## src/rtl/ptqm_pkg.sv

```systemverilog
// Package for the priority task queue manager: status codes, operations and beat types.
// No dependencies.
`timescale 1ns / 1ps
package ptqm_pkg;
  localparam logic [2:0] ST_OK        = 3'd0;
  localparam logic [2:0] ST_BAD_LEVEL = 3'd1;
  localparam logic [2:0] ST_BAD_ARGS  = 3'd2;
  localparam logic [2:0] ST_FULL      = 3'd3;
  localparam logic [2:0] ST_EMPTY     = 3'd4;
  localparam logic OP_ENQ = 1'b0;
  localparam logic OP_DEQ = 1'b1;

  typedef struct packed {
    logic        op;
    logic [2:0]  status;
    logic [1:0]  kind;
    logic [3:0]  level;
    logic [31:0] handler;
    logic [3:0]  arg_count;
    logic [63:0] deadline;
    logic [3:0]  compare_level;
  } cmd_t;
endpackage

```

## src/rtl/ptqm_front.sv

```systemverilog
// Front part: accept command beats, check operands, push to the command queue.
// Depends on ptqm_pkg.
`timescale 1ns / 1ps
module ptqm_front #(
  parameter int PRIORITY_LEVELS = 4,
  parameter int MAX_ARG_COUNT = 8
) (
  input  logic             clk,
  input  logic             rst,
  input  logic             start,
  input  logic             busy,
  input  logic             op,
  input  logic [1:0]       task_kind,
  input  logic [3:0]       level,
  input  logic [31:0]      handler_handle,
  input  logic [3:0]       arg_count,
  input  logic [63:0]      deadline,
  input  logic [3:0]       compare_level,
  output logic             push,
  output ptqm_pkg::cmd_t   cmd
);
  ptqm_pkg::cmd_t c;
  always_comb begin
    c.op = op;
    c.kind = task_kind;
    c.level = level;
    c.handler = handler_handle;
    c.arg_count = arg_count;
    c.deadline = deadline;
    c.compare_level = compare_level;
    c.status = ptqm_pkg::ST_OK;
    if (op == ptqm_pkg::OP_ENQ) begin
      if (32'(level) >= PRIORITY_LEVELS) c.status = ptqm_pkg::ST_BAD_LEVEL;
      else if (32'(arg_count) > MAX_ARG_COUNT) c.status = ptqm_pkg::ST_BAD_ARGS;
    end
  end
  always_ff @(posedge clk) begin
    if (rst) begin
      push <= 1'b0;
    end else begin
      push <= start && !busy;
    end
    cmd <= c;
  end
endmodule

```

## src/rtl/ptqm_fifo.sv

```systemverilog
// Two-entry command queue between front and back parts.
// Depends on ptqm_pkg.
`timescale 1ns / 1ps
module ptqm_fifo (
  input  logic           clk,
  input  logic           rst,
  input  logic           push,
  input  ptqm_pkg::cmd_t wdata,
  input  logic           pop,
  output logic           not_empty,
  output ptqm_pkg::cmd_t rdata,
  output logic [1:0]     count
);
  ptqm_pkg::cmd_t mem [2];
  logic wp, rp;
  always_ff @(posedge clk) begin
    if (rst) begin
      wp <= 1'b0;
      rp <= 1'b0;
      count <= 2'd0;
    end else begin
      if (push) wp <= !wp;
      if (pop) rp <= !rp;
      count <= count + {1'b0, push} - {1'b0, pop};
    end
    if (push) mem[wp] <= wdata;
  end
  assign rdata = mem[rp];
  assign not_empty = count != 2'd0;
endmodule

```

## src/rtl/ptqm_back.sv

```systemverilog
// Back part: carry out enqueue and dequeue on the linked lists, taking a command in S_IDLE and applying it in S_EXEC.
// Depends on ptqm_pkg.
`timescale 1ns / 1ps
module ptqm_back #(
  parameter int POOL_SLOTS = 16,
  parameter int PRIORITY_LEVELS = 4
) (
  input  logic           clk,
  input  logic           rst,
  input  logic           avail,
  input  ptqm_pkg::cmd_t cmd,
  output logic           pop,
  output logic           done,
  output logic [2:0]     status,
  output logic [1:0]     out_kind,
  output logic [3:0]     out_level,
  output logic [31:0]    out_handler,
  output logic [3:0]     out_arg_count,
  output logic [63:0]    out_deadline,
  output logic           pending_any,
  output logic           higher_waiting
);
  localparam int SW = $clog2(POOL_SLOTS + 1);
  localparam int LW = $clog2(PRIORITY_LEVELS);
  localparam logic [SW-1:0] NIL = SW'(POOL_SLOTS);

  typedef enum logic {S_IDLE, S_EXEC} state_t;
  state_t state;

  logic [41:0]   slot_info [POOL_SLOTS];
  logic [63:0]   slot_deadline [POOL_SLOTS];
  logic [SW-1:0] slot_link [POOL_SLOTS];
  logic [POOL_SLOTS-1:0] link_init;
  logic [SW-1:0] free_head;
  logic [SW-1:0] qhead [PRIORITY_LEVELS];
  logic [SW-1:0] qtail [PRIORITY_LEVELS];
  logic [PRIORITY_LEVELS-1:0] nonempty, nonempty_next;

  ptqm_pkg::cmd_t c;
  logic [SW-1:0] slot;
  logic [SW-1:0] rd_link;
  logic          found;
  logic [LW-1:0] deq_lvl;
  logic [LW-1:0] enq_lvl;
  logic [LW-1:0] enq_l;

  always_comb begin
    found = 1'b0;
    deq_lvl = '0;
    for (int p = PRIORITY_LEVELS - 1; p >= 0; p--) begin
      if (nonempty[p]) begin
        found = 1'b1;
        deq_lvl = LW'(p);
      end
    end
  end
  assign enq_lvl = cmd.level[LW-1:0];

  function automatic logic hw(logic [PRIORITY_LEVELS-1:0] ne, logic [3:0] cl);
    logic r;
    r = 1'b0;
    for (int p = 0; p < PRIORITY_LEVELS; p++)
      if (ne[p] && 32'(cl) > p) r = 1'b1;
    return r;
  endfunction

  always_comb begin
    rd_link = slot_link[slot[SW-1:0] == NIL ? '0 : slot[$clog2(POOL_SLOTS)-1:0]];
    if (slot != NIL && !link_init[slot[$clog2(POOL_SLOTS)-1:0]])
      rd_link = (32'(slot) + 1 < POOL_SLOTS) ? SW'(32'(slot) + 1) : NIL;
  end

  always_comb begin
    nonempty_next = nonempty;
    if (c.op == ptqm_pkg::OP_DEQ) begin
      if (slot != NIL && (rd_link == NIL || qtail[enq_l] == slot))
        nonempty_next[enq_l] = 1'b0;
    end else if (c.status == ptqm_pkg::ST_OK && slot != NIL) begin
      nonempty_next[enq_l] = 1'b1;
    end
  end

  assign pop = avail && state == S_IDLE;

  always_ff @(posedge clk) begin
    if (rst) begin
      state <= S_IDLE;
      done <= 1'b0;
      free_head <= '0;
      nonempty <= '0;
      link_init <= '0;
    end else begin
      done <= state == S_EXEC;
      case (state)
        S_IDLE: begin
          if (avail) begin
            c <= cmd;
            state <= S_EXEC;
            if (cmd.op == ptqm_pkg::OP_DEQ) slot <= found ? qhead[deq_lvl] : NIL;
            else slot <= free_head;
            enq_l <= cmd.op == ptqm_pkg::OP_DEQ ? deq_lvl : enq_lvl;
          end
        end
        S_EXEC: begin
          state <= S_IDLE;
          if (c.op == ptqm_pkg::OP_DEQ && slot != NIL) begin
            status <= ptqm_pkg::ST_OK;
            {out_kind, out_level, out_arg_count, out_handler} <=
              slot_info[slot[$clog2(POOL_SLOTS)-1:0]];
            out_deadline <= slot_deadline[slot[$clog2(POOL_SLOTS)-1:0]];
            qhead[enq_l] <= rd_link;
            slot_link[slot[$clog2(POOL_SLOTS)-1:0]] <= free_head;
            link_init[slot[$clog2(POOL_SLOTS)-1:0]] <= 1'b1;
            free_head <= slot;
          end else begin
            out_kind <= '0;
            out_level <= '0;
            out_handler <= '0;
            out_arg_count <= '0;
            out_deadline <= '0;
            if (c.op == ptqm_pkg::OP_DEQ) begin
              status <= ptqm_pkg::ST_EMPTY;
            end else if (c.status != ptqm_pkg::ST_OK) begin
              status <= c.status;
            end else if (slot == NIL) begin
              status <= ptqm_pkg::ST_FULL;
            end else begin
              status <= ptqm_pkg::ST_OK;
              free_head <= rd_link;
              slot_info[slot[$clog2(POOL_SLOTS)-1:0]] <=
                {c.kind, c.level, c.arg_count, c.handler};
              slot_deadline[slot[$clog2(POOL_SLOTS)-1:0]] <= c.deadline;
              slot_link[slot[$clog2(POOL_SLOTS)-1:0]] <= NIL;
              link_init[slot[$clog2(POOL_SLOTS)-1:0]] <= 1'b1;
              if (!nonempty[enq_l]) qhead[enq_l] <= slot;
              else slot_link[qtail[enq_l][$clog2(POOL_SLOTS)-1:0]] <= slot;
              qtail[enq_l] <= slot;
            end
          end
          nonempty <= nonempty_next;
          pending_any <= |nonempty_next;
          higher_waiting <= hw(nonempty_next, c.compare_level);
        end
        default: state <= S_IDLE;
      endcase
    end
  end
endmodule

```

## src/rtl/priority_task_queue_manager_top.sv

```systemverilog
// Top level of the priority task queue manager.
// Depends on ptqm_pkg, ptqm_front, ptqm_fifo, ptqm_back.
//
// Usage:
//  - Command channel: raise start with op and operands; the beat is taken at
//    a rising edge where start is high and busy is low.
//  - Result channel: done strobes for one cycle with status, descriptor,
//    pending_any and higher_waiting. The receiver cannot stall it.
//  - Path: a command passes the front register, the queue write, the back-end
//    read state, then the rewrite state, which raises done.
//  - The back part takes a new command only once the link read-modify-write
//    of the current one is through; the command queue holds those behind it.
//  - busy holds while the command queue is near full.
//  - Reset (rst, synchronous) chains all slots onto the free list and empties
//    every level; it takes effect at once, no sweep.
//  - Results come out in command order.
`timescale 1ns / 1ps
module priority_task_queue_manager_top #(
  parameter int POOL_SLOTS = 16,
  parameter int PRIORITY_LEVELS = 4,
  parameter int MAX_ARG_COUNT = 8
) (
  input  logic        clk,
  input  logic        rst,
  input  logic        start,
  output logic        busy,
  input  logic        op,
  input  logic [1:0]  task_kind,
  input  logic [3:0]  level,
  input  logic [31:0] handler_handle,
  input  logic [3:0]  arg_count,
  input  logic [63:0] deadline,
  input  logic [3:0]  compare_level,
  output logic        done,
  output logic [2:0]  status,
  output logic [1:0]  out_kind,
  output logic [3:0]  out_level,
  output logic [31:0] out_handler,
  output logic [3:0]  out_arg_count,
  output logic [63:0] out_deadline,
  output logic        pending_any,
  output logic        higher_waiting
);
  logic push, pop, not_empty;
  logic [1:0] count;
  ptqm_pkg::cmd_t fcmd, qcmd;

  assign busy = (count + {1'b0, push}) >= 2'd2 || (push && count != 2'd0);

  ptqm_front #(.PRIORITY_LEVELS(PRIORITY_LEVELS), .MAX_ARG_COUNT(MAX_ARG_COUNT)) u_front (
    .clk, .rst, .start, .busy, .op, .task_kind, .level, .handler_handle,
    .arg_count, .deadline, .compare_level, .push, .cmd(fcmd));

  ptqm_fifo u_fifo (.clk, .rst, .push, .wdata(fcmd), .pop, .not_empty,
    .rdata(qcmd), .count);

  ptqm_back #(.POOL_SLOTS(POOL_SLOTS), .PRIORITY_LEVELS(PRIORITY_LEVELS)) u_back (
    .clk, .rst, .avail(not_empty), .cmd(qcmd), .pop, .done, .status, .out_kind,
    .out_level, .out_handler, .out_arg_count, .out_deadline, .pending_any,
    .higher_waiting);
endmodule

```

## config.mk

```make
export PLATFORM = sky130hd
export DESIGN_NAME = priority_task_queue_manager_top
export DESIGN_NICKNAME = d
export VERILOG_FILES = /design/src/rtl/ptqm_pkg.sv /design/src/rtl/ptqm_front.sv /design/src/rtl/ptqm_fifo.sv /design/src/rtl/ptqm_back.sv /design/src/rtl/priority_task_queue_manager_top.sv
export SDC_FILE = /design/constraint.sdc
export NUM_CORES = 2
export LEC_CHECK = 0
export BUFFER_PORTS_ARGS = -buffer_cell sky130_fd_sc_hd__buf_2
export CORE_MARGIN = 4
export CORE_UTILIZATION = 30
export CTS_BUF_LIST = sky130_fd_sc_hd__clkbuf_4 sky130_fd_sc_hd__clkbuf_8
export CTS_CLUSTER_DIAMETER = 200
export CTS_CLUSTER_SIZE = 25
export DETAILED_ROUTE_END_ITERATION = 6
export GPL_TIMING_DRIVEN = 0
export PLACE_DENSITY = 0.49
export SLEW_MARGIN = 40
export SYNTH_ARGS = -nofsm -noshare
export SYNTH_HDL_FRONTEND = slang
export SYNTH_SLANG_ARGS = --single-unit
```

## constraint.sdc

```tcl
create_clock -name clk -period 13.25 [get_ports clk]
set_clock_uncertainty 0.2 [all_clocks]
set_input_delay 1.9875 -clock clk [delete_from_list [all_inputs] [get_ports clk]]
set_output_delay 1.9875 -clock clk [all_outputs]
set_load 0.03 [all_outputs]
```

==> impl_metrics.py <==
metrics = {
    "job": {
        "drv_cap": 0,
    },
    "clock_tree": {
        "clk_latency_ns": 0.96,
        "cts_max_level": 3,
        "cts.repair.resized": 0,
        "cts_hold_buffers": 0,
        "cts_sinks": 2421,
        "cts_root_buffer": "clkbuf_8",
        "cts_buffers": 106,
        "clockBufferDepth": 3,
        "post_cts_buffers": 0,
        "cts_tree": "built",
        "clkTransAtPathRegs_ns": 0.16,
    },
    "finish": {
        "drive_gt1_share_pct": 32.4,
        "design_area_um2": 102000,
        "nNetsFinal": 4631,
        "layout.cells.non_filler": 8546,
        "syn2layout_area_growth_pct": 14.7,
        "fin_util_pct": 34.5,
    },
    "run_status": {
        "status": "completed",
    },
    "logic_synthesis": {
        "synth_top_family_by_area": "multiplexers",
        "synth_area_um2": 89300,
        "synth_edf_count": 2273,
        "synth-compound-area-share_pct": 1.21,
        "synth_common_cells": "edfxtp_1, mux4_2, nand2_1, dfxtp_1, clkbuf_1",
        "synth-main-ff-cell": "edfxtp_1",
        "synth_area_leaders": "edfxtp_1, mux4_2, dfxtp_1, mux2_2, and2_1",
        "syn-num-nets": 4065,
        "yosysTopAreaCell": "edfxtp_1",
        "yosys.area_share.adder_pct": 0.0841,
        "synth_xor_area_share_pct": 0.0981,
        "synth_seq_cells": 2421,
        "synth.distinct_cells": 58,
        "synthSimpleGateAreaFrac_pct": 2.34,
        "synth_top_area_share_pct": 76.4,
        "avgSynthCellArea_um2": 22.6,
        "yosysMostFrequentCell": "edfxtp_1",
        "muxShareOfSynthArea_pct": 15.5,
        "synth.yosys.seq_area_share_pct": 79.8,
        "async_flop_share_pct": 0,
        "yosys_warnings": 0,
        "syn_inst": 3945,
    },
    "die": {
        "start_util_pct": 30.1,
        "rows": 200,
        "fp.dieW_um": 554,
        "core_um2": 297000,
        "io_pins": 227,
        "die_h_um": 554,
        "die_area_um2": 306000,
    },
    "worst_setup_path": {
        "critPathKind": "reg2reg",
        "cp_num_buf_inv": 2,
        "cpPeakStageDelay_ns": 0.63,
        "cp.required_ns": 13.69,
        "cp_slowest_cell": "o32ai_1",
        "cp-endpoint": "u_back.higher_waiting",
        "path_max_fanout": 11,
        "ff2ff_path_depth": 11,
        "cp_cell_sequence": "inv_1 > ha_1 > nor4bb_1 > buf_2 > nor2_1 > a221oi_1 > o32ai_1 > a31oi_1 > or3_4 > a221oi_2 > o21ai_1",
        "setup.worst_path.start_class": "flop",
        "end_kind": "flop",
        "arrival_ns": 5.17,
        "path_depth": 11,
        "regToRegStartpoint": "u_back.slot[0]",
        "crit_family": "compound AO/OA/AOI/OAI gates",
        "timing.rr.end": "u_back.higher_waiting",
        "crit_start": "u_back.slot[0]",
        "r2r_slack_ns": 8.52,
    },
    "sta": {
        "rsz0062_at_grt": "false",
        "maxSlewViolCount": 0,
        "finalCriticalPeriod_ns": 4.73,
        "setup_slack_ns": 8.52,
        "tightestPinTransition_ns": 0.853,
        "finalSetupTns_ns": 0,
        "max_slew_margin_pct": 43.1,
        "hold_viol": 0,
        "fin_crit_sh_pct": 35.7,
        "finalSetupViolations": 0,
        "fmax_ghz": 0.211,
    },
    "detailed_routing": {
        "via_per_inst": 4.81,
        "first_iter_violations": 4283,
        "dr.pass1.iters": 7,
        "drtAntennaViolNets": 0,
        "drcViolationCount": 0,
        "wl_per_cell_um": 27.9,
        "wirelength_um": 239000,
        "vias": 41100,
    },
    "power_and_ir_drop": {
        "p_per_area_nw_per_um2": 149,
        "leakagePower_nw": 32.1,
        "ir_worst_vdd_v": 0.0000888,
    },
    "placed_design": {
        "portBuffers": 225,
        "hpwl_um": 164000,
        "dp.cells": 8341,
        "globalplace.congestion": 0.868,
        "dp_slack_ns": 7.69,
        "dpl-instance-area_um2": 100000,
    },
    "grt": {
        "antenna_found_initial": 17,
        "grt_max_degree": 38,
        "grt_overflow": 0,
        "grt_pass1_wl_um": 336000,
        "grt_usage_pct": 15.3,
        "grt_pass1_vias": 43000,
    },
    "hold_path": {
        "hold_class": "reg2reg",
    },
}
[worst min path at each step]
stage | startpoint | to | slack (ns) | cells after the start
4_1_cts | u_front.cmd[52] | u_fifo.mem[1][52] | 0.21 | 0
3_5_place_dp | u_front.cmd[4] | u_fifo.mem[0][4] | 0.21 | 0
2_1_floorplan | u_front.cmd[0] | u_fifo.mem[0][0] | 0.20 | 0
5_1_grt | u_front.cmd[52] | u_fifo.mem[1][52] | 0.23 | 0
3_3_place_gp | u_front.cmd[71] | u_fifo.mem[0][71] | 0.21 | 0
6_report | u_front.cmd[52] | u_fifo.mem[1][52] | 0.21 | 0
[kinds of logic after synthesis]
| kind of cell | count (synthesis) |
|---|---|
| compound gates | 160 |
| buf+inv | 213 |
| simple gates | 443 |
| xor+xnor | 10 |
| flops | 2421 |
| fa+ha+maj | 6 |
| mux | 692 |
[worst reg2reg max path, stage by stage (launching register included)]
cell and delay, ns:
edfxtp_1 0.61, inv_1 0.38, ha_1 0.39, nor4bb_1 0.17
buf_2 0.22, nor2_1 0.47, a221oi_1 0.26, o32ai_1 0.63
a31oi_1 0.29, or3_4 0.44, a221oi_2 0.28, o21ai_1 0.14
[sequential cells by signal, summed over array words and instances (netlist names), 32 cells and up, named ones only]
register and flops:
u_back.out_handler 32, u_front.cmd 113, u_back.c 113, u_back.slot_link 80, u_back.out_deadline 64, u_fifo.mem 226, u_back.slot_deadline 1024, u_back.slot_info 672
[placed cells by master (no fill, tap or decap), drive strengths merged, types with 5 or more instances in the layout]
master / instances
a21boi: 6
a21o: 8
a21oi: 42
a221oi: 8
a31oi: 20
and2: 111
buf: 526
clkbuf: 327
dfxtp: 148
edfxtp: 2273
ha: 6
inv: 13
mux2: 126
mux2i: 23
mux4: 543
nand2: 175
nand2b: 8
nand3: 7
nor2: 97
nor2b: 10
nor3: 18
o21ai: 20
o221ai: 10
o22ai: 18
o32ai: 5
or3: 5
xnor2: 8
[where the power goes]
part | switching [mW] | total [mW] | internal [mW]
Sequential | 0.338 | 9.30 | 8.96
Combinational | 1.63 | 2.74 | 1.12
Clock | 2.26 | 3.27 | 1.01
[through the flow]
stage / hold WS [ns] / power, mW
finish: 0.208 / 15.3
global route: 0.227 / 16.0
CTS: 0.212 / 15.6
detailed placement: 0.212 / 12.3
global placement: 0.205 / 12.3
floorplan: 0.204 / 11.0
[cell type report]
class / count / area (µm²)
Sequential cell: 2421 / 71200
Multi-Input combinational cell: 1311 / 17400
Inverter: 11 / 41.3
Timing Repair Buffer: 458 / 5740
Clock inverter: 7 / 67.6
Antenna cell: 4 / 10.0
Tap cell: 3939 / 4930
Buffer: 202 / 948
Clock buffer: 193 / 2110
Fill cell: 27500 / 194000
[per-layer routing]
layer / routed length [µm] / GRT usage (%) / vias to the layer above
li1: - / - / 17300
met1: 100000 / 20.3 / 22400
met4: 6160 / 3.79 / 4
met2: 121000 / 26.7 / 1192
met3: 11300 / 1.82 / 247
met5: 27 / 0 / -
No activity file was read; power rests on OpenSTA's default activity.
